==> src/hdl/pida_pkg.sv <==
package pida_pkg;

    localparam int DATA_W  = 32;
    localparam int REQ_W   = 2;
    localparam int STAT_W  = 2;
    localparam int GROUP_W = 8;

    typedef enum logic [REQ_W-1:0] {
        REQ_CLEAR  = 2'd0,
        REQ_INSERT = 2'd1,
        REQ_DELETE = 2'd2,
        REQ_READ   = 2'd3
    } t_req_type;

    typedef enum logic [STAT_W-1:0] {
        ST_OK     = 2'd0,
        ST_BADPOS = 2'd1,
        ST_FULL   = 2'd2,
        ST_EMPTY  = 2'd3
    } t_status;

    typedef logic signed [DATA_W-1:0] t_data;

    // Broadcast to every cell for one accepted request.
    typedef struct packed {
        logic ins;
        logic del;
        logic rd;
    } t_cell_ctl;

endpackage

==> src/hdl/pida_rdgrp.sv <==
module pida_rdgrp #(
    parameter int N = 8
) (
    input  logic            i_clk,
    input  logic            i_en,
    input  pida_pkg::t_data i_hit [N],
    output pida_pkg::t_data o_data
);

    pida_pkg::t_data r_data;
    pida_pkg::t_data n_data;

    always_comb begin
        n_data = '0;
        for (int k = 0; k < N; k++) begin
            n_data = n_data | i_hit[k];
        end
    end

    always_ff @(posedge i_clk) begin
        if (i_en) begin
            r_data <= n_data;
        end
    end

    assign o_data = r_data;

endmodule

==> config.mk <==
export PLATFORM = sky130hd
export DESIGN_NAME = pida_rdgrp
export DESIGN_NICKNAME = d
export VERILOG_FILES = /design/src/hdl/pida_pkg.sv /design/src/hdl/pida_rdgrp.sv
export SDC_FILE = /design/constraint.sdc
export NUM_CORES = 1
export LEC_CHECK = 0
export BUFFER_PORTS_ARGS = -buffer_cell sky130_fd_sc_hd__buf_2
export CELL_PAD_IN_SITES_DETAIL_PLACEMENT = 1
export CELL_PAD_IN_SITES_GLOBAL_PLACEMENT = 1
export CORE_AREA = 2 2 113 115
export DETAILED_ROUTE_END_ITERATION = 10
export DIE_AREA = 0 0 115 117
export PLACE_DENSITY = 0.79
export SLEW_MARGIN = 20
export SYNTH_ARGS = -nofsm -noshare
export SYNTH_HDL_FRONTEND = slang
export SYNTH_SLANG_ARGS = --single-unit
==> constraint.sdc <==
create_clock -name i_clk -period 0.8 [get_ports i_clk]
set_input_delay 0 -clock i_clk [delete_from_list [all_inputs] [get_ports i_clk]]
set_output_delay 0 -clock i_clk [all_outputs]
set_load 0.02 [all_outputs]
==> reports/metrics.csv <==
stage,metric,value,unit
run_status,status,"complete, but fails checks",
run_status,violations,"negative hold slack, negative setup slack",
global_route,grt_remaining_overflow,0,
cts,cts-root-to-sink-buffers,2,
synth,yosysSeqAreaShare,64.9,%
power_and_ir_drop,power_per_cell_area,1400,mW/mm^2
drt,totalWireLength,8630,um
sta,final_hold_viol_count,29,
critical_path,cp_data_required_time,0.80,ns
drt,detailed_route_wire_length_per_cell,15.0,um
floorplan,io_pins,290,
drt,vias_per_cell,4.15,
layout,drive_gt1_share,69.8,%
critical_path,worstPathCellList,buf_6,
drt,drt_iter0_markers,41,
critical_path,cp_max_fo,1,
synth,post_synth_edffs,32,
sta,grt_setup_unrepaired,yes,
drt,drtAntennaViolNets,0,
floorplan,initial_utilization,12.0,%
synth,synth_common_cells,"sky130_fd_sc_hd__nor4_1, sky130_fd_sc_hd__edfxtp_1, sky130_fd_sc_hd__nand2_1",
synth,synthArstFlopShare,0,%
critical_path,crit_type,reg -> out,
cts,clkSinkCount,32,
synth,synth_top_flop_cell,sky130_fd_sc_hd__edfxtp_1,
sta,final_critical_path_setup_slack,-0.0667,ns
sta,final_max_slew_viol_count,0,
synth,syn-instance-count,128,
cts,tritoncts.num_buffers,5,
place,post-dp-hpwl,7810,um
synth,yosys_register_bits,32,
sta,fin_setup_tns,-0.265,ns
critical_path,worstPathArrival,0.87,ns
sta,timing.final.crit_share,108,%
flow_run,total_of_max_cap_violations,0,
place,place.port_buffers,289,
synth,netlist.top_cell.by_area,sky130_fd_sc_hd__edfxtp_1,
drt,remaining_drc_errors,0,
cts,cts.clk_slew.worst_paths,0.05,ns
min_path,class_of_the_worst_hold_path,in -> reg,
cts,cts_htree_levels,2,
critical_path,worstSetupEndpointType,output pin,
synth,postSynthNetCount,386,
drt,route.vias.total,2381,
critical_path,cp-start-kind,flip-flop,
floorplan,die_footprint,0.0135,sq mm
min_path,holdPathEnd,o_data[21]$_DFFE_PP_,
cts,post_cts.repair.setup_buffers,0,
power_and_ir_drop,static-leakage-power,1.63,nW
place,place.gp.congestion,0.880,
sta,max_clock_freq,1150,MHz
synth,ys_top_cells_by_area,"sky130_fd_sc_hd__edfxtp_1, sky130_fd_sc_hd__nor4_1, sky130_fd_sc_hd__nand2_1",
power_and_ir_drop,peakVddDrop,0.502,mV
critical_path,critical-path-max-stage-delay,0.43,ns
synth,yosysMostFrequentCell,sky130_fd_sc_hd__nor4_1,
sta,timing.hold.ws,-0.0261,ns
synth,yosys.area.top_type_share,64.9,%
floorplan,die_w,115,um
layout,post_layout_net_count,684,
global_route,maximum_number_of_pins_on_one_net_before_global_route_repair,18,
floorplan,core_region_area,0.0123,sq mm
sta,timing.final.crit_period,0.867,ns
cts,cts_root_buf,sky130_fd_sc_hd__clkbuf_16,
global_route,track_usage,12.0,%
critical_path,cp.buffers_inverters,1,
synth,synthesis.yosys.warnings,0,
synth,synth_cell_types,3,
min_path,hold_start,i_hit[21],
floorplan,row_count,41,
global_route,first_global_vias,2456,
synth,syn_area,0.00148,sq mm
global_route,grt_first_pass_wirelength,11800,um
sta,setup_viol,18,
min_path,number_of_cells_traversed_by_the_worst_hold_path,3,
cts,tritoncts,yes,
synth,syn_area_per_cell,11.6,sq um
layout,layout.filler_cells,1507,
layout,largest_reg_flops,32,
drt,first_pass_iters,4,
global_route,grt_antenna_before_repair,0,
critical_path,startpoint,o_data[29]$_DFFE_PP_,
sta,timing_worst_slew_pin_value,0.420,ns
layout,area_growth_syn_to_layout,132,%
critical_path,crit_path_top_delay_cell,sky130_fd_sc_hd__edfxtp_1,
sta,worst_slew_margin_rel,71.7,%
layout,antenna_cells,0,
critical_path,cpLargestDelayFamily,flip-flops,
floorplan,die_height,117,um
## through the flow
stage          power [W]  std cells  util, %  area, sq um  setup slack (ns)
6_report         0.00481        574     28.0         3440           -0.0667
5_1_grt          0.00504        574     28.0         3440           -0.0844
4_1_cts          0.00488        574     27.4         3370           -0.0702
3_5_place_dp     0.00298        569     25.6         3160            -0.135
3_3_place_gp     0.00294        569     25.6         3160            -0.126
2_1_floorplan    0.00217        128        -         1480             0.231
## worst max path at each step
stage / slack (ns) / cells after the start / endpoint
2_1_floorplan: 0.23 / 2 / o_data[0]$_DFFE_PP_
3_3_place_gp: -0.13 / 3 / o_data[8]$_DFFE_PP_
3_5_place_dp: -0.14 / 3 / o_data[8]$_DFFE_PP_
4_1_cts: -0.07 / 1 / o_data[29]
5_1_grt: -0.08 / 1 / o_data[29]
6_report: -0.07 / 1 / o_data[29]
## where the power goes
part           switching, W  internal, W
clock              0.000674      0.00110
combinational      0.000431     0.000633
sequential        0.0000397      0.00193
total               0.00115      0.00366
## cell usage in the layout (no fill, tap or decap)
cell | synthesis | layout
sky130_fd_sc_hd__buf_6 | 0 | 26
sky130_fd_sc_hd__clkbuf_16 | 0 | 5
sky130_fd_sc_hd__nand2_1 | 32 | 32
sky130_fd_sc_hd__buf_12 | 0 | 2
sky130_fd_sc_hd__edfxtp_1 | 32 | 32
sky130_fd_sc_hd__buf_2 | 0 | 263
sky130_fd_sc_hd__nor4_1 | 64 | 64
## layer usage
metal	GRT usage, %	vias to the layer above	wire [um]
met2	22.1	154	4630
li1	-	1137	-
met4	4.74	0	154
met1	12.4	1077	3020
met3	4.38	13	820
met5	0	-	0
## final cells by class
| cell class | count | area [sq um] | share of cell area, % |
|---|---|---|---|
| clock buffers | 5 | 125 | 3.63 |
| multi-input cells | 96 | 520 | 15.1 |
| flip-flops and latches | 32 | 961 | 27.9 |
| well taps | 150 | 188 | 5.45 |
| repair buffers | 291 | 1650 | 47.9 |
## timing repair
action | 4_1_cts | 5_1_grt
resized for setup | 30 | 23
setup endpoints to repair | 32 | 32
hold endpoints to repair | 32 | 24
## logic make-up after synthesis
group | share of synthesized area, %
simple gates | 35.1
flops | 64.9
(Power assumes the default switching activity.)
