## src/hdl/pida_pkg.sv

```systemverilog
package pida_pkg;

    localparam int DATA_W  = 32;
    localparam int REQ_W   = 2;
    localparam int STAT_W  = 2;
    localparam int GROUP_W = 8;

    typedef enum logic [REQ_W-1:0] {
        REQ_CLEAR  = 2'd0,
        REQ_INSERT = 2'd1,
        REQ_DELETE = 2'd2,
        REQ_READ   = 2'd3
    } t_req_type;

    typedef enum logic [STAT_W-1:0] {
        ST_OK     = 2'd0,
        ST_BADPOS = 2'd1,
        ST_FULL   = 2'd2,
        ST_EMPTY  = 2'd3
    } t_status;

    typedef logic signed [DATA_W-1:0] t_data;

    // Broadcast to every cell for one accepted request.
    typedef struct packed {
        logic ins;
        logic del;
        logic rd;
    } t_cell_ctl;

endpackage

```

## src/hdl/pida_cell.sv

```systemverilog
module pida_cell #(
    parameter int IDX = 0,
    parameter int CW  = 7
) (
    input  logic                i_clk,
    input  pida_pkg::t_cell_ctl i_ctl,
    input  logic [CW-1:0]       i_pos,
    input  pida_pkg::t_data     i_value,
    input  pida_pkg::t_data     i_left,
    input  pida_pkg::t_data     i_right,
    output pida_pkg::t_data     o_data,
    output pida_pkg::t_data     o_hit
);

    localparam logic [CW-1:0] MY_IDX = CW'(IDX);

    pida_pkg::t_data r_data;
    pida_pkg::t_data n_data;

    always_comb begin
        n_data = r_data;
        if (i_ctl.ins) begin
            if (MY_IDX == i_pos) begin
                n_data = i_value;
            end else if (MY_IDX > i_pos) begin
                n_data = i_left;
            end
        end else if (i_ctl.del) begin
            if (MY_IDX >= i_pos) begin
                n_data = i_right;
            end
        end
    end

    always_ff @(posedge i_clk) begin
        r_data <= n_data;
    end

    assign o_data = r_data;
    // Only the addressed cell drives a nonzero word onto the read tree.
    assign o_hit  = (i_ctl.rd && (MY_IDX == i_pos)) ? r_data : '0;

endmodule

```

## config.mk

```make
export PLATFORM = sky130hd
export DESIGN_NAME = pida_cell
export DESIGN_NICKNAME = d
export VERILOG_FILES = /design/src/hdl/pida_pkg.sv /design/src/hdl/pida_cell.sv
export SDC_FILE = /design/constraint.sdc
export NUM_CORES = 1
export LEC_CHECK = 0
export BUFFER_PORTS_ARGS = -buffer_cell sky130_fd_sc_hd__buf_2
export CORE_AREA = 2 2 77 79
export DETAILED_ROUTE_END_ITERATION = 10
export DIE_AREA = 0 0 79 81
export GPL_ROUTABILITY_DRIVEN = 0
export HOLD_SLACK_MARGIN = 0.02
export MAX_ROUTING_LAYER = met4
export PLACE_DENSITY = 0.81
export RECOVER_POWER = 25
export SETUP_SLACK_MARGIN = 0.05
export SYNTH_ARGS = -nofsm -noshare
export SYNTH_HDL_FRONTEND = slang
export SYNTH_SLANG_ARGS = --single-unit
```

## constraint.sdc

```tcl
create_clock -name i_clk -period 2.9 [get_ports i_clk]
set_input_delay 0.145 -clock i_clk [delete_from_list [all_inputs] [get_ports i_clk]]
set_output_delay 0.145 -clock i_clk [all_outputs]
set_load 0.005 [all_outputs]
```

==> results.py <==
metrics = {
    "die": {
        "die_y_um": 81,
        "dieArea_um2": 6400,
        "core_area_um2": 5680,
        "die_w_um": 79,
        "row_count": 28,
        "initial_core_util": 0.371,
        "io_pins": 171,
    },
    "drt": {
        "drt-initial-drc-count": 145,
        "routed_via_density": 5.21,
        "wl_mm": 6.55,
        "num_vias": 2387,
        "met1Wirelength_mm": 2.49,
        "routed.top_layer": "met4",
        "wl_met2_mm": 3.39,
        "firstDrtPassIters": 4,
        "ant_nets": 0,
        "drc": 0,
        "wl_met3_um": 537,
        "wl_per_cell_um": 14.3,
    },
    "global_route": {
        "grt_pass1_vias": 2012,
        "grt_pass1_wl_mm": 9.61,
        "grt_max_degree": 57,
        "antenna_found_initial": 0,
        "track_usage": 0.199,
        "overflow": 0,
    },
    "clock_tree": {
        "cts_tree": "built",
        "hold_buffers": 0,
        "clk_pin_slew_ns": 0.07,
        "cts_resized": 0,
        "htreeDepth": 2,
        "clockBufferDepth": 2,
        "numCtsBuffers": 5,
        "cts.sinks": 32,
        "postCtsSetupBuffers": 0,
        "clock-root-buffer": "clkbuf_8",
    },
    "sta": {
        "finalSetupTns_ns": 0,
        "slew_headroom": 0.639,
        "period_minus_slack_ns": 2.11,
        "finalCritPeriodShare": 0.726,
        "setup_ws_ns": 0.794,
        "fmax_ghz": 0.475,
        "setup_violations": 0,
        "final-hold-violation-count": 0,
        "slew_violations": 0,
        "worst_pin_slew_ns": 0.541,
        "rsz0062_at_grt": "false",
    },
    "hold_path": {
        "min_to": "o_data[29]",
        "min_delay_path_depth": 2,
        "hold_path.class": "in2reg",
        "holdCritStartpoint": "i_right[29]",
    },
    "layout": {
        "layout-drive-gt1-share": 0.444,
        "largest_reg_flops": 32,
        "n_antenna_cell": 0,
        "layout.nets": 489,
        "areaGrowthSynthToFinish_pct": 44.1,
        "fill_cells": 558,
    },
    "placed_design": {
        "dp_hpwl_mm": 4.75,
        "place_ws_ns": 0.811,
        "io_buffers": 170,
    },
    "logic_synthesis": {
        "netlist_top_cells_area": "edfxtp_1 (46%), a221o_1 (11%), and3_1 (9.5%)",
        "ys_seq_area_frac": 0.457,
        "syn_avg_cell_area_um2": 9.35,
        "yosysWarningCount": 0,
        "synth_cell_types": 20,
        "netlist_instances": 225,
        "syn_area_um2": 2100,
        "synth_seq_cells": 32,
        "synth_top_area_cell": "edfxtp_1",
        "yosys.area.top_type_share": 0.457,
        "synth_nets": 332,
    },
    "critical_path": {
        "crit_type": "in2out",
        "worstPathRequired_ns": 2.76,
        "crit_chain": "buf_2, or4_1, nor2_4, buf_4, and3_1, buf_2",
        "critPathMaxStageDelay_ns": 0.73,
        "cp-start-kind": "primary input",
        "cp_max_fo": 56,
        "cp_slowest_cell": "or4_1",
        "crit_path_frequent_cell": "buf_2",
        "cp-end-kind": "output pin",
        "arrival_ns": 1.96,
    },
    "power_and_ir_drop": {
        "powerDensity_nw_per_um2": 336,
        "cellLeakagePower_nw": 1.52,
        "ir_drop_uv": 176,
    },
    "run": {
        "max_cap_viol_count": 0,
    },
    "outcome": {
        "status": "finished clean",
    },
}
## worst max-delay path: cells and delay by family
| family | cells | cell delay (ns) |
|---|---|---|
| and+or+nand+nor | 3 | 1.13 |
| buffers and inverters | 3 | 0.65 |
## cells in the final DEF (no fill, tap or decap)
cell | netlist | layout
buf_2 | 6 | 154
and3_1 | 32 | 32
edfxtp_1 | 32 | 32
a21oi_1 | 26 | 26
and2_1 | 24 | 24
nand2_1 | 24 | 24
a221o_1 | 24 | 24
clkbuf_1 | 16 | 16
o21ai_0 | 8 | 8
nor2_1 | 8 | 8
a31oi_1 | 8 | 8
nand3_1 | 6 | 6
buf_4 | 0 | 6
clkbuf_8 | 0 | 5
clkinv_1 | 1 | 2
clkinv_2 | 0 | 2
or4_1 | 1 | 1
or3_1 | 1 | 1
nor2_4 | 1 | 1
nor4_2 | 0 | 1
nor3_2 | 0 | 1
o21a_1 | 1 | 1
## cell type report
class / count / area, µm² / area share
repair buffers: 176 / 876 / 0.289
flip-flops and latches: 32 / 961 / 0.317
clock buffers: 5 / 68.8 / 0.0227
clock inverters: 3 / 13.8 / 0.00454
multi-input cells: 166 / 1020 / 0.335
well taps: 75 / 93.8 / 0.0309
inverters: 1 / 3.75 / 0.00124
## worst max path at each step
stage	start	end
5_1_grt	i_pos[4]	o_hit[19]
3_5_place_dp	i_pos[4]	o_hit[11]
2_1_floorplan	i_pos[4]	o_data[0]
6_report	i_pos[4]	o_hit[28]
3_3_place_gp	i_pos[4]	o_hit[21]
4_1_cts	i_pos[4]	o_hit[11]
## stage by stage
step	instances	cell area, µm²	utilization	power (mW)	hold slack (ns)
after CTS	458	3050	0.538	1.03	0.157
final	458	3030	0.534	1.02	0.168
after global routing	458	3030	0.534	1.07	0.160
after detailed placement	450	2970	0.523	0.709	0.454
after floorplan	225	2100	-	0.617	0.360
after global placement	450	2970	0.523	0.704	0.449
## cells in the mapped netlist
cell      count
o21ai_0       8
or3_1         1
nor3_1        1
nand2_1      24
or4_1         1
and2_1       24
clkinv_1      1
buf_2         6
buf_6         4
nor2_1        8
and3_1       32
a21oi_1      26
nor2_4        1
edfxtp_1     32
a31oi_1       8
clkbuf_1     16
nor4_1        1
a221o_1      24
nand3_1       6
o21a_1        1
## power breakdown
part | internal, mW | total [mW] | switching, mW
registers | 0.515 | 0.516 | 0.00103
clock network | 0.163 | 0.322 | 0.160
logic | 0.0976 | 0.182 | 0.0840
## per-layer routing
| layer | vias up | GRT usage |
|---|---|---|
| met5 | - | - |
| met4 | 0 | 0.0724 |
| met3 | 14 | 0.0422 |
| met2 | 127 | 0.364 |
| met1 | 1084 | 0.214 |
| li1 | 1162 | - |
## kinds of logic (layout without fill, tap and decap cells)
logic type,after synthesis,in the layout,synth area share
and+or+nand+nor,99,99,0.255
DFF,32,32,0.457
buffers and inverters,27,185,0.0660
AOI/OAI and AO/OA,67,67,0.222
Power figures use the tool's default switching activity.
